--- src/timed_access_code_table_top_defines.svh ---
// Assertion macros for the timed access code table.
`ifndef TIMED_ACCESS_CODE_TABLE_TOP_DEFINES_SVH
`define TIMED_ACCESS_CODE_TABLE_TOP_DEFINES_SVH

// Same-cycle implication, disabled during reset.
`define TACT_ASSERT_SAME(lbl, ante, cons) \
	lbl: assert property (@(posedge clk) disable iff (!arst_n) (ante) |-> (cons)) \
		else $error("tact assertion failed");

// Next-cycle implication, disabled during reset.
`define TACT_ASSERT_NEXT(lbl, ante, cons) \
	lbl: assert property (@(posedge clk) disable iff (!arst_n) (ante) |=> (cons)) \
		else $error("tact assertion failed");

`endif

--- src/tact_pkg.sv ---
// Package: constants, codes and types of the timed access code table.
package tact_pkg;

	localparam int MAX_ENTRIES = 16;
	localparam int CODE_CHARS  = 8;
	localparam int IDX_W       = (MAX_ENTRIES > 1) ? $clog2(MAX_ENTRIES) : 1;
	localparam int CNT_W       = $clog2(MAX_ENTRIES + 1);
	localparam logic [31:0] SYNC_LIMIT = 32'd1000000;

	typedef enum logic [2:0] {
		REQ_CREATE  = 3'd0,
		REQ_UPDATE  = 3'd1,
		REQ_DELETE  = 3'd2,
		REQ_VALID   = 3'd3,
		REQ_CLEANUP = 3'd4,
		REQ_CLEAR   = 3'd5
	} req_t;

	typedef enum logic [2:0] {
		ST_DONE       = 3'd0,
		ST_NOT_FOUND  = 3'd1,
		ST_FULL       = 3'd2,
		ST_MASTER     = 3'd3,
		ST_ENTRY      = 3'd4,
		ST_NO_MATCH   = 3'd5,
		ST_NOT_SYNCED = 3'd6
	} status_t;

	typedef enum logic [2:0] {
		S_IDLE,
		S_START,
		S_RD,
		S_EV,
		S_POST
	} fsm_state_t;

	typedef struct packed {
		logic [15:0] ent_id;
		logic [63:0] ent_code;
		logic [31:0] ent_start;
		logic [31:0] ent_stop;
	} entry_t;

	// Controller to datapath.
	typedef struct packed {
		logic load;
		logic rd;
		logic eval;
		logic post;
	} cmd_t;

	// Datapath to controller.
	typedef struct packed {
		logic walk_needed;
		logic stop;
	} dp_st_t;

	// Mask of the code bytes that take part in compares.
	function automatic logic [63:0] code_mask();
		logic [63:0] m;
		m = '0;
		for (int i = 0; i < 8; i++) begin
			m[8*i +: 8] = (i < CODE_CHARS) ? 8'hFF : 8'h00;
		end
		return m;
	endfunction

endpackage

--- src/tact_ctrl.sv ---
// Controller state machine: sequences the walk over the table and the result hand-off.
module tact_ctrl (
	input  logic            clk,
	input  logic            arst_n,
	input  logic            in_valid,
	output logic            in_stall,
	output logic            out_valid,
	input  logic            out_stall,
	input  tact_pkg::dp_st_t st,
	output tact_pkg::cmd_t  cmd
);
	import tact_pkg::*;

	fsm_state_t state_q, state_d;
	logic       out_valid_q;
	logic       fire;

	// State register and result valid flag
	always_ff @(posedge clk or negedge arst_n) begin
		if (!arst_n) begin
			state_q     <= S_IDLE;
			out_valid_q <= 1'b0;
		end else begin
			state_q <= state_d;
			if (fire) begin
				out_valid_q <= 1'b1;
			end else if (!out_stall) begin
				out_valid_q <= 1'b0;
			end
		end
	end

	assign fire      = (state_q == S_POST) && (!out_valid_q || !out_stall);
	assign out_valid = out_valid_q;
	assign in_stall  = (state_q != S_IDLE);

	// Next state and commands
	always_comb begin
		state_d = state_q;
		cmd     = '0;
		case (state_q)
			S_IDLE: begin
				if (in_valid) begin
					cmd.load = 1'b1;
					state_d  = S_START;
				end
			end
			S_START: begin
				state_d = st.walk_needed ? S_RD : S_POST;
			end
			S_RD: begin
				cmd.rd  = 1'b1;
				state_d = S_EV;
			end
			S_EV: begin
				cmd.eval = 1'b1;
				state_d  = st.stop ? S_POST : S_RD;
			end
			S_POST: begin
				cmd.post = fire;
				if (fire) begin
					state_d = S_IDLE;
				end
			end
			default: state_d = S_IDLE;
		endcase
	end

endmodule

--- src/tact_dp.sv ---
// Datapath: request registers, entry memory, compare logic and result registers.
module tact_dp (
	input  logic            clk,
	input  logic            arst_n,
	input  logic            cfg_we,
	input  logic [63:0]     cfg_wdata,
	input  logic [2:0]      req_type,
	input  logic [15:0]     entry_id,
	input  logic [63:0]     code_chars,
	input  logic [31:0]     window_start,
	input  logic [31:0]     window_end,
	input  logic [31:0]     now_time,
	input  tact_pkg::cmd_t  cmd,
	output tact_pkg::dp_st_t st,
	output logic [2:0]      status,
	output logic [15:0]     matched_id,
	output logic [4:0]      entries_held
);
	import tact_pkg::*;

	entry_t           mem [MAX_ENTRIES];
	entry_t           rd_data_q;
	logic [63:0]      master_q;
	logic [2:0]       req_q;
	logic [15:0]      id_q;
	logic [63:0]      code_q;
	logic [31:0]      start_q, stop_q, now_q;
	logic [CNT_W-1:0] count_q;
	logic [IDX_W-1:0] rd_i_q;
	logic [CNT_W-1:0] wr_k_q;
	logic             found_q;
	logic [IDX_W-1:0] pos_q;
	logic [15:0]      match_q;
	logic [2:0]       status_q;
	logic [15:0]      matched_q;

	logic             synced, master_hit, is_search, is_comp, hit, keep, last;
	logic             id_eq, val_hit;
	logic             we;
	logic [IDX_W-1:0] wa;
	entry_t           wd, new_ent;
	logic [2:0]       status_d;
	logic [CNT_W-1:0] count_d;

	assign synced     = (now_q >= SYNC_LIMIT);
	assign master_hit = (code_q == (master_q & code_mask()));
	assign is_search  = (req_q == REQ_CREATE) || (req_q == REQ_UPDATE) || (req_q == REQ_VALID);
	assign is_comp    = (req_q == REQ_DELETE) || (req_q == REQ_CLEANUP);

	// Compare the entry just read
	assign id_eq   = (rd_data_q.ent_id == id_q);
	assign val_hit = (rd_data_q.ent_code == code_q) && (now_q >= rd_data_q.ent_start)
		&& (now_q <= rd_data_q.ent_stop);
	assign hit     = (req_q == REQ_VALID) ? val_hit : id_eq;
	assign keep    = (req_q == REQ_DELETE) ? !(id_eq && !found_q)
		: (rd_data_q.ent_stop >= now_q);
	assign last    = (CNT_W'(rd_i_q) == count_q - CNT_W'(1));

	assign st.walk_needed = (count_q != '0) && (
		(req_q == REQ_CREATE) || (req_q == REQ_UPDATE) || (req_q == REQ_DELETE) ||
		((req_q == REQ_VALID) && !master_hit && synced) ||
		((req_q == REQ_CLEANUP) && synced));
	assign st.stop = (is_search && hit) || last;

	assign new_ent = '{ent_id: id_q, ent_code: code_q, ent_start: start_q, ent_stop: stop_q};

	// Outcome of the request and memory write selection
	always_comb begin
		status_d = ST_DONE;
		count_d  = count_q;
		we       = 1'b0;
		wa       = pos_q;
		wd       = new_ent;
		if (cmd.eval) begin
			if (is_comp && keep) begin
				we = 1'b1;
				wa = wr_k_q[IDX_W-1:0];
				wd = rd_data_q;
			end
		end else if (cmd.post) begin
			case (req_q)
				REQ_CREATE: begin
					if (found_q) begin
						we = 1'b1;
					end else if (count_q >= CNT_W'(MAX_ENTRIES)) begin
						status_d = ST_FULL;
					end else begin
						we      = 1'b1;
						wa      = count_q[IDX_W-1:0];
						count_d = count_q + CNT_W'(1);
					end
				end
				REQ_UPDATE: begin
					if (found_q) begin
						we = 1'b1;
					end else begin
						status_d = ST_NOT_FOUND;
					end
				end
				REQ_DELETE: begin
					if (found_q) begin
						count_d = wr_k_q;
					end else begin
						status_d = ST_NOT_FOUND;
					end
				end
				REQ_VALID: begin
					if (master_hit) begin
						status_d = ST_MASTER;
					end else if (!synced) begin
						status_d = ST_NOT_SYNCED;
					end else if (found_q) begin
						status_d = ST_ENTRY;
					end else begin
						status_d = ST_NO_MATCH;
					end
				end
				REQ_CLEANUP: begin
					if (!synced) begin
						status_d = ST_NOT_SYNCED;
					end else begin
						count_d = wr_k_q;
					end
				end
				REQ_CLEAR: count_d = '0;
				default: status_d = ST_DONE;
			endcase
		end
	end

	// Entry memory: one write port, registered read
	always_ff @(posedge clk) begin
		if (we) begin
			mem[wa] <= wd;
		end
		if (cmd.rd) begin
			rd_data_q <= mem[rd_i_q];
		end
	end

	// Hold the request fields
	always_ff @(posedge clk) begin
		if (cmd.load) begin
			req_q   <= req_type;
			id_q    <= entry_id;
			code_q  <= code_chars & code_mask();
			start_q <= window_start;
			stop_q  <= window_end;
			now_q   <= now_time;
		end
	end

	// Walk pointers, search result and table count
	always_ff @(posedge clk or negedge arst_n) begin
		if (!arst_n) begin
			master_q  <= '0;
			count_q   <= '0;
			rd_i_q    <= '0;
			wr_k_q    <= '0;
			found_q   <= 1'b0;
			pos_q     <= '0;
			match_q   <= '0;
			status_q  <= ST_DONE;
			matched_q <= '0;
		end else begin
			if (cfg_we) begin
				master_q <= cfg_wdata;
			end
			if (cmd.load) begin
				rd_i_q  <= '0;
				wr_k_q  <= '0;
				found_q <= 1'b0;
				match_q <= '0;
			end
			if (cmd.eval) begin
				rd_i_q <= rd_i_q + IDX_W'(1);
				if (is_search && hit) begin
					found_q <= 1'b1;
					pos_q   <= rd_i_q;
					match_q <= rd_data_q.ent_id;
				end
				if (is_comp) begin
					if (keep) begin
						wr_k_q <= wr_k_q + CNT_W'(1);
					end else begin
						found_q <= 1'b1;
					end
				end
			end
			if (cmd.post) begin
				count_q   <= count_d;
				status_q  <= status_d;
				matched_q <= (status_d == ST_ENTRY) ? match_q : 16'd0;
			end
		end
	end

	assign status       = status_q;
	assign matched_id   = matched_q;
	assign entries_held = 5'(count_q);

endmodule

--- src/timed_access_code_table_top.sv ---
// Top level of the timed access code table.
// One request at a time: a request goes from idle through the start state to the post
// state when no table walk is needed, and walks N stored entries with a read and an
// evaluate state per entry: one for the registered memory read and one to compare
// and, for delete and cleanup, write it back in compacted order. The next
// request is taken as soon as the previous result sits in the output register.
module timed_access_code_table_top (
	input  logic        clk,
	input  logic        arst_n,
	input  logic        cfg_we,
	input  logic [63:0] cfg_wdata,
	input  logic        in_valid,
	output logic        in_stall,
	input  logic [2:0]  req_type,
	input  logic [15:0] entry_id,
	input  logic [63:0] code_chars,
	input  logic [31:0] window_start,
	input  logic [31:0] window_end,
	input  logic [31:0] now_time,
	output logic        out_valid,
	input  logic        out_stall,
	output logic [2:0]  status,
	output logic [15:0] matched_id,
	output logic [4:0]  entries_held
);
	import tact_pkg::*;

	`include "timed_access_code_table_top_defines.svh"

	cmd_t   cmd;
	dp_st_t st;

	tact_ctrl u_ctrl (
		.clk       (clk),
		.arst_n    (arst_n),
		.in_valid  (in_valid),
		.in_stall  (in_stall),
		.out_valid (out_valid),
		.out_stall (out_stall),
		.st        (st),
		.cmd       (cmd)
	);

	tact_dp u_dp (
		.clk          (clk),
		.arst_n       (arst_n),
		.cfg_we       (cfg_we),
		.cfg_wdata    (cfg_wdata),
		.req_type     (req_type),
		.entry_id     (entry_id),
		.code_chars   (code_chars),
		.window_start (window_start),
		.window_end   (window_end),
		.now_time     (now_time),
		.cmd          (cmd),
		.st           (st),
		.status       (status),
		.matched_id   (matched_id),
		.entries_held (entries_held)
	);

	// Checks on the controller and result
	`TACT_ASSERT_SAME(a_count_range, out_valid, entries_held <= 5'(MAX_ENTRIES))
	`TACT_ASSERT_SAME(a_id_only_on_match, out_valid && (status != ST_ENTRY), matched_id == 16'd0)
	`TACT_ASSERT_SAME(a_busy_while_walk, cmd.rd || cmd.eval || cmd.post, in_stall)
	`TACT_ASSERT_NEXT(a_busy_after_load, cmd.load, in_stall)

endmodule
--- config.mk ---
export PLATFORM = sky130hd
export DESIGN_NAME = timed_access_code_table_top
export DESIGN_NICKNAME = d
export VERILOG_FILES = /design/src/tact_pkg.sv /design/src/tact_ctrl.sv /design/src/tact_dp.sv /design/src/timed_access_code_table_top.sv
export VERILOG_INCLUDE_DIRS = /design/src /design/src/src
export SDC_FILE = /design/constraint.sdc
export NUM_CORES = 2
export LEC_CHECK = 0
export BUFFER_PORTS_ARGS = -buffer_cell sky130_fd_sc_hd__buf_2
export CAP_MARGIN = 40
export CORE_ASPECT_RATIO = 0.75
export CORE_MARGIN = 2
export CORE_UTILIZATION = 37
export DETAILED_ROUTE_END_ITERATION = 12
export HOLD_SLACK_MARGIN = 0.12
export SLEW_MARGIN = 5
export SYNTH_ARGS = -nofsm -noshare
export SYNTH_HDL_FRONTEND = slang
export SYNTH_SLANG_ARGS = --single-unit
--- constraint.sdc ---
create_clock -name clk -period 24.1 [get_ports clk]
set_input_delay 4.82 -clock clk [delete_from_list [all_inputs] [get_ports clk]]
set_output_delay 4.82 -clock clk [all_outputs]
set_load 0.005 [all_outputs]
Word-level counts from Yosys, hierarchy flattened

Memories as Yosys holds them, arrays and structs flattened. A register that Yosys moved wholly into a read port is not among the register bits.
Index checks and enable logic that the tools add are counted.

$lt $le $gt $ge: 5
Bitwise operators: 1
Eq/ne operators: 21
Add/subtract/negate cells: 4
Muxes and demuxes: 61
Reduce and logical (&&, ||, !) cells: 33

Operators with widths:

| operator                                                                               | number |
|---|---|
| 144-bit 2-to-1 mux                                                                     | 2 |
| 64-bit equality test                                                                   | 2 |
| 32-bit greater-or-equal comparator                                                     | 2 |
| 16-bit 2-to-1 mux                                                                      | 4 |
| 5-bit 2-to-1 mux                                                                       | 8 |
| 32-bit by 20-bit greater-or-equal comparator with 1-bit output (second input constant) | 1 |
| 32-bit <= comparator                                                                   | 1 |
| 4-bit 2-to-1 mux                                                                       | 8 |
| 3-bit 2-to-1 mux                                                                       | 10 |
| 1-bit 2-to-1 mux                                                                       | 24 |
| 5-bit case mux with 4 select lines                                                     | 1 |
| 16-bit equality test                                                                   | 1 |
| 3-bit case mux with 5 select lines                                                     | 1 |
| 3-bit by 2-bit equality test with 1-bit output (second input constant)                 | 4 |
| 3-bit equality test (second input constant)                                            | 4 |
| 3-bit case mux with 4 select lines                                                     | 1 |
| 5-bit by 1-bit adder with 5-bit output (second input constant)                         | 2 |
| 1-bit logical AND                                                                      | 10 |
| 1-bit logical OR                                                                       | 8 |
| 2-bit by 1-bit inequality test with 1-bit output (second input constant)               | 4 |
| 7-bit AND reduction                                                                    | 1 |
| 3-bit by 1-bit equality test with 1-bit output (second input constant)                 | 2 |
| 3-bit logical NOT                                                                      | 2 |
| 2-bit inequality test (second input constant)                                          | 3 |
| 14 further kinds                                                                       | 19 |

Flip-flop bits (word level): 301
Logic and storage cells: 143
Bits in writable memories: 2304
Memories kept: 1

Memory list:

| memory   | words | width | read ports | clocked after memory_dff | wr ports | line          | source |
|---|---|---|---|---|---|---|---|
| u_dp.mem | 16    | 144   | 1          | 1                        | 1        | tact_dp.sv:21 | `entry_t mem [MAX_ENTRIES];` |

Logic depth before layout (Yosys ltp)

Depth after elaboration: 9
Depth in mapped cells: 12
Gate-level depth less buffers: 10

Hierarchy

From an unflattened synthesis, not the netlist that was laid out.

Cell total of the unflattened synthesis: 4592
Area, all modules: 106288.2 sq um

Modules (own cells, without submodules):

| module    | times used | cells an instance | seq. area each (sq um) | area each (sq um) |
|---|---|---|---|---|
| tact_dp   | 1          | 4570              | 81838.5                | 106068.0 |
| tact_ctrl | 1          | 22                | 100.1                  | 220.2 |

Worst setup path before layout

OpenSTA, ideal clock, no wires.

Kind: input to register
Start: input port out_stall
End: memory u_dp.mem[13][0] (netlist bit), enable pin
Stages: 8
Required time: 23246 ps
Path slack: 6488 ps
Setup time: 854 ps
Arrival: 16758 ps
Cell sequence: nand2_1 -> nand3_1 -> nor4_1 -> clkbuf_1 -> nand2_1 -> a21oi_1 -> o21ai_0 -> nor3b_1

Longest elaborated chain between the ends: 8
Elaborated cells on any way between the ends: 10
Those cells by class: mux: 7; reduce/logical: 3

RTL lines:

| element                                | line                              | source |
|---|---|---|
| start, declared                        | timed_access_code_table_top.sv:21 | `input logic out_stall,` |
| 1-bit logical NOT *                    | --                                |  |
| 1-bit logical OR *                     | tact_ctrl.sv:33                   | `assign fire = (state_q == S_POST) && (!out_valid_q \|\| !out_stall);` |
| 1-bit logical AND *                    | tact_ctrl.sv:33                   |  |
| 1-bit 2-to-1 mux *                     | tact_ctrl.sv:41                   | `case (state_q)` |
| 1-bit 2-to-1 mux                       | tact_dp.sv:80                     | `end else if (cmd.post) begin` |
| 1-bit 2-to-1 mux                       | tact_dp.sv:74                     | `if (cmd.eval) begin` |
| 1-bit 2-to-1 mux                       | tact_dp.sv:133                    | `if (we) begin` |
| 1-bit 2-to-1 mux (not written as such) | tact_dp.sv:134                    | `mem[wa] <= wd;` |
| end, declared                          | tact_dp.sv:21                     |  |

Mark *: on every way between the ends. The rest lies on a longest branch, timed or not.

Worst setup path in the final report

Start: input port out_stall
End: memory u_dp.mem[15][88] (netlist bit), enable pin

Same word-level chain as after synthesis.

==> results_tabular.tex <==
\begin{tabular}{lr}
\hline
Metric & Value \\
\hline
\multicolumn{2}{l}{\textbf{Synthesis}} \\
Register bit total from synthesis & 2749 \\
Proportion of synthesized chip area in sequential cells & 0.771 \\
Cells taking the most area after synthesis & edfxtp\_1 74\%, mux4\_2 15\%, dfrtp\_1 2.9\% \\
Multiplexer fraction of the synthesized cell area & 0.174 \\
Nets in the synthesized netlist & 4965 \\
Post-synthesis share of cell area spent on full adders, half adders and majority gates & 0.00800 \\
Number of distinct library cells after synthesis & 61 \\
Most instantiated flip-flop cell in the synthesis netlist & edfxtp\_1 \\
Main combinational cell family by area after synthesis & multiplexers \\
Combined area of all synthesized cells & 106000 um\^{}2 \\
Async S/R FF share, synth & 0.0444 \\
Fraction of the mapped netlist area in simple logic gates & 0.0133 \\
Top-area cell type share of the netlist area & 0.742 \\
Xor/xnor share of the synthesized area & 0.0124 \\
Synth Area per Inst & 22.9 um\^{}2 \\
Synth warnings & 0 \\
Most area-hungry cell type in the Yosys netlist & edfxtp\_1 \\
Number of synthesized flops with an enable pin & 2627 \\
Mapped Cells & 4649 \\
Synth Area in Compound Gates & 0.0105 \\
\multicolumn{2}{l}{\textbf{Worst setup path}} \\
Startpoint of the worst-slack reg-to-reg timing path & u\_dp.now\_q[30] \\
Critical Setup Path Class & in2reg \\
Largest driver fanout on the critical path & 40 \\
Worst setup path start & out\_stall \\
Nature of the critical path startpoint & primary input \\
Endpoint type of the worst setup path & flop \\
Required time of the critical path & 24530 ps \\
Crit path DAT & 9000 ps \\
\multicolumn{2}{l}{\textbf{Clock network}} \\
Sink Count & 2749 \\
CTS tree & built \\
Inserted Clock Buffers & 278 \\
Clock input transition at the sequential cells of the worst setup and hold paths & 60 ps \\
Buffer depth of the longest clock path & 4 \\
Later-pin clock latency in the skew report & 850 ps \\
Buffers inserted by post-CTS timing repair & 0 \\
Root buffer selected by CTS & clkbuf\_16 \\
CTS H-tree lvls & 5 \\
Resized cells post-CTS & 0 \\
Count of hold-fix buffers inserted at cts & 0 \\
\multicolumn{2}{l}{\textbf{Status}} \\
Outcome & complete, no violations \\
\multicolumn{2}{l}{\textbf{Power and ir drop}} \\
Internal power of the cells & 9.48 mW \\
Net Switching & 3.57 mW \\
Overall power after layout & 13.0 mW \\
Leak & 38.8 nW \\
Part of the total power dissipated in sequential elements & 0.459 \\
Sw Ratio & 0.273 \\
Share of total power in the clock network & 0.324 \\
Maximum ir drop on the vdd rail & 0.0828 mV \\
Logic pwr share & 0.218 \\
Power density cells & 107 nW/um\^{}2 \\
\multicolumn{2}{l}{\textbf{Timing}} \\
Final Hold Viols & 0 \\
Slew @ Worst Pin & 1240 ps \\
Worst hold slack across all endpoints & 461 ps \\
Accumulated negative setup slack & 0 ps \\
Max-slew headroom at the worst pin & 0.171 \\
Maximum achievable frequency & 117 MHz \\
Final slew viol count & 0 \\
Final Critical Period & 8580 ps \\
Max Clock Skew & 74.3 ps \\
Unrepaired setup endpoints after global routing & no \\
Final period util & 0.356 \\
\# setup viols final & 0 \\
\multicolumn{2}{l}{\textbf{Routing}} \\
Via count & 49381 \\
Count of nets left with antenna violations after detail routing & 0 \\
Detail-routed via count per cell & 5.42 \\
Iter 0 DRT Violations & 5901 \\
Routed wirelength normalized by instance count & 28.9 um \\
Remaining design rule violation count & 0 \\
Wire length after detailed routing & 263 mm \\
1st-pass router iterations & 6 \\
\multicolumn{2}{l}{\textbf{Floorplanning}} \\
Core area & 286000 um\^{}2 \\
Die area & 292000 um\^{}2 \\
X dimension of the die & 623 um \\
Number of top-level pins & 274 \\
Vertical die dimension & 468 um \\
Cell Rows & 170 \\
Initial cell density of the core & 0.372 \\
\multicolumn{2}{l}{\textbf{Global route}} \\
Combined global-route utilization of all metal layers & 0.178 \\
Wire length of the first global-routing pass & 374 mm \\
Antenna violations before repair & 23 \\
Number of global-route vias before repair & 50023 \\
GRT overflow & 0 \\
Largest net degree at the start of global routing & 135 \\
\multicolumn{2}{l}{\textbf{Cells and area}} \\
Top library cells by usage in the layout, fill and taps aside & 2627 x edfxtp\_1, 701 x mux4\_2, 285 x clkbuf\_16, 275 x buf\_2, 205 x mux2\_2 \\
P\&R area growth vs syn & 15.0\% \\
Fraction of final layout cells sized beyond drive strength 1 & 0.327 \\
Net total in the final layout & 5441 \\
Most frequent standard cell in the layout excluding fill and tap cells & edfxtp\_1 \\
\multicolumn{2}{l}{\textbf{Min path}} \\
Hold wc startpoint & u\_dp.match\_q[5] \\
Path category of the worst min-delay check & reg2reg \\
\multicolumn{2}{l}{\textbf{Placement}} \\
Dpl hpwl & 158 mm \\
Port Buffer Count & 273 \\
GP Congestion & 0.825 \\
\multicolumn{2}{l}{\textbf{Flow run}} \\
Number of maximum-capacitance constraint violations & 0 \\
\hline
\end{tabular}
## stage by stage
stage                     worst slack, ps  cell area, um^2  utilization  instances
after global placement              13250           113000        0.393       8586
after global routing                15280           122000        0.427       9113
after CTS                           15470           122000        0.427       9110
after detailed placement            14590           113000        0.397       8628
after floorplan                      6490           106000            -       4649
final                               15520           122000        0.427       9117
## worst max-delay path: stages
cell	delay, ps
buf_2	100
nand2_1	250
nand3_1	120
buf_4	260
nor4_2	340
buf_4	240
a21oi_1	130
o21ai_0	190
o21ai_1	260
nor2b_4	590
buf_4	370
buf_16	300
buf_4	250
buf_4	670
## flip-flops by register name (all words and copies together) (netlist names)
signal / flops
u_ctrl.out_valid: 1
u_ctrl.state_q: 3
u_dp.code_q: 64
u_dp.entries_held: 5
u_dp.found_q: 1
u_dp.id_q: 16
u_dp.master_q: 64
u_dp.match_q: 16
u_dp.matched_id: 16
u_dp.mem: 2304
u_dp.now_q: 32
u_dp.pos_q: 4
u_dp.rd_data_q: 144
u_dp.rd_i_q: 4
u_dp.req_q: 3
u_dp.start_q: 32
u_dp.status: 3
u_dp.stop_q: 32
u_dp.wr_k_q: 5
## routing by layer
metal | track usage | up-vias | part of all wire
met3 | 0.0430 | 343 | 0.079
met4 | 0.0419 | 10 | 0.024
met2 | 0.270 | 1765 | 0.45
met5 | 0 | - | 0.00028
li1 | - | 20516 | -
met1 | 0.261 | 26747 | 0.44
## power by group through the flow
stage / registers, mW / clock network (mW) / logic, mW
finish: 5.98 / 4.22 / 2.84
global route: 6.00 / 4.50 / 3.05
CTS: 5.98 / 4.31 / 2.88
detailed placement: 6.08 / 0 / 2.87
global placement: 6.07 / 0 / 2.77
floorplan: 5.97 / 0 / 1.98
## cell usage after synthesis (3+ instances only)
| library cell | instances |
|---|---|
| mux2_1 | 8 |
| buf_1 | 63 |
| o21ai_0 | 29 |
| nand4_1 | 35 |
| nor2b_1 | 12 |
| o21a_1 | 3 |
| nor4_1 | 37 |
| mux2i_1 | 30 |
| mux4_2 | 701 |
| buf_2 | 19 |
| and3_1 | 3 |
| mux2_2 | 205 |
| xor2_1 | 109 |
| nand2_1 | 68 |
| clkbuf_1 | 112 |
| buf_4 | 17 |
| edfxtp_1 | 2627 |
| nor3b_1 | 7 |
| or4_1 | 4 |
| a31oi_1 | 12 |
| a211oi_1 | 22 |
| nor3_1 | 14 |
| inv_1 | 91 |
| nand2b_1 | 9 |
| xnor2_1 | 41 |
| dfrtp_1 | 122 |
| a22o_1 | 16 |
| a21oi_1 | 52 |
| nor2_1 | 30 |
| a21o_1 | 4 |
| and2_1 | 14 |
| nand3_1 | 21 |
| o211ai_1 | 3 |
| o31ai_1 | 6 |
| ha_1 | 68 |
## cells by family after synthesis
group	Yosys count
and+or+nand+nor	265
DFF	2749
buffers and inverters	302
AOI/OAI and AO/OA	171
xor gates and xnor gates	150
muxes	944
adders and majority gates	68
## worst paths after layout
check	slack, ps	cells after the start	to
hold / removal	460	1	u_dp.matched_id[5]
min in group asynchronous	3940	1	u_ctrl.out_valid
hold reg to reg	460	1	u_dp.matched_id[5]
max in group asynchronous	19170	3	u_dp.master_q[16]
setup / recovery	15520	14	u_dp.mem[15][88]
setup reg to reg	17640	12	u_dp.mem[6][59]
## area by class of cell
class                   count  area (um^2)
fillers                 24165       164000
flip-flops and latches   2749        82000
multi-input cells        1598        23300
clock buffers             339         7410
well taps                3784         4730
repair buffers            407         3160
clock inverters           143         1350
inverters                  91          349
diodes                      6         15.0
(Power assumes the default switching activity.)
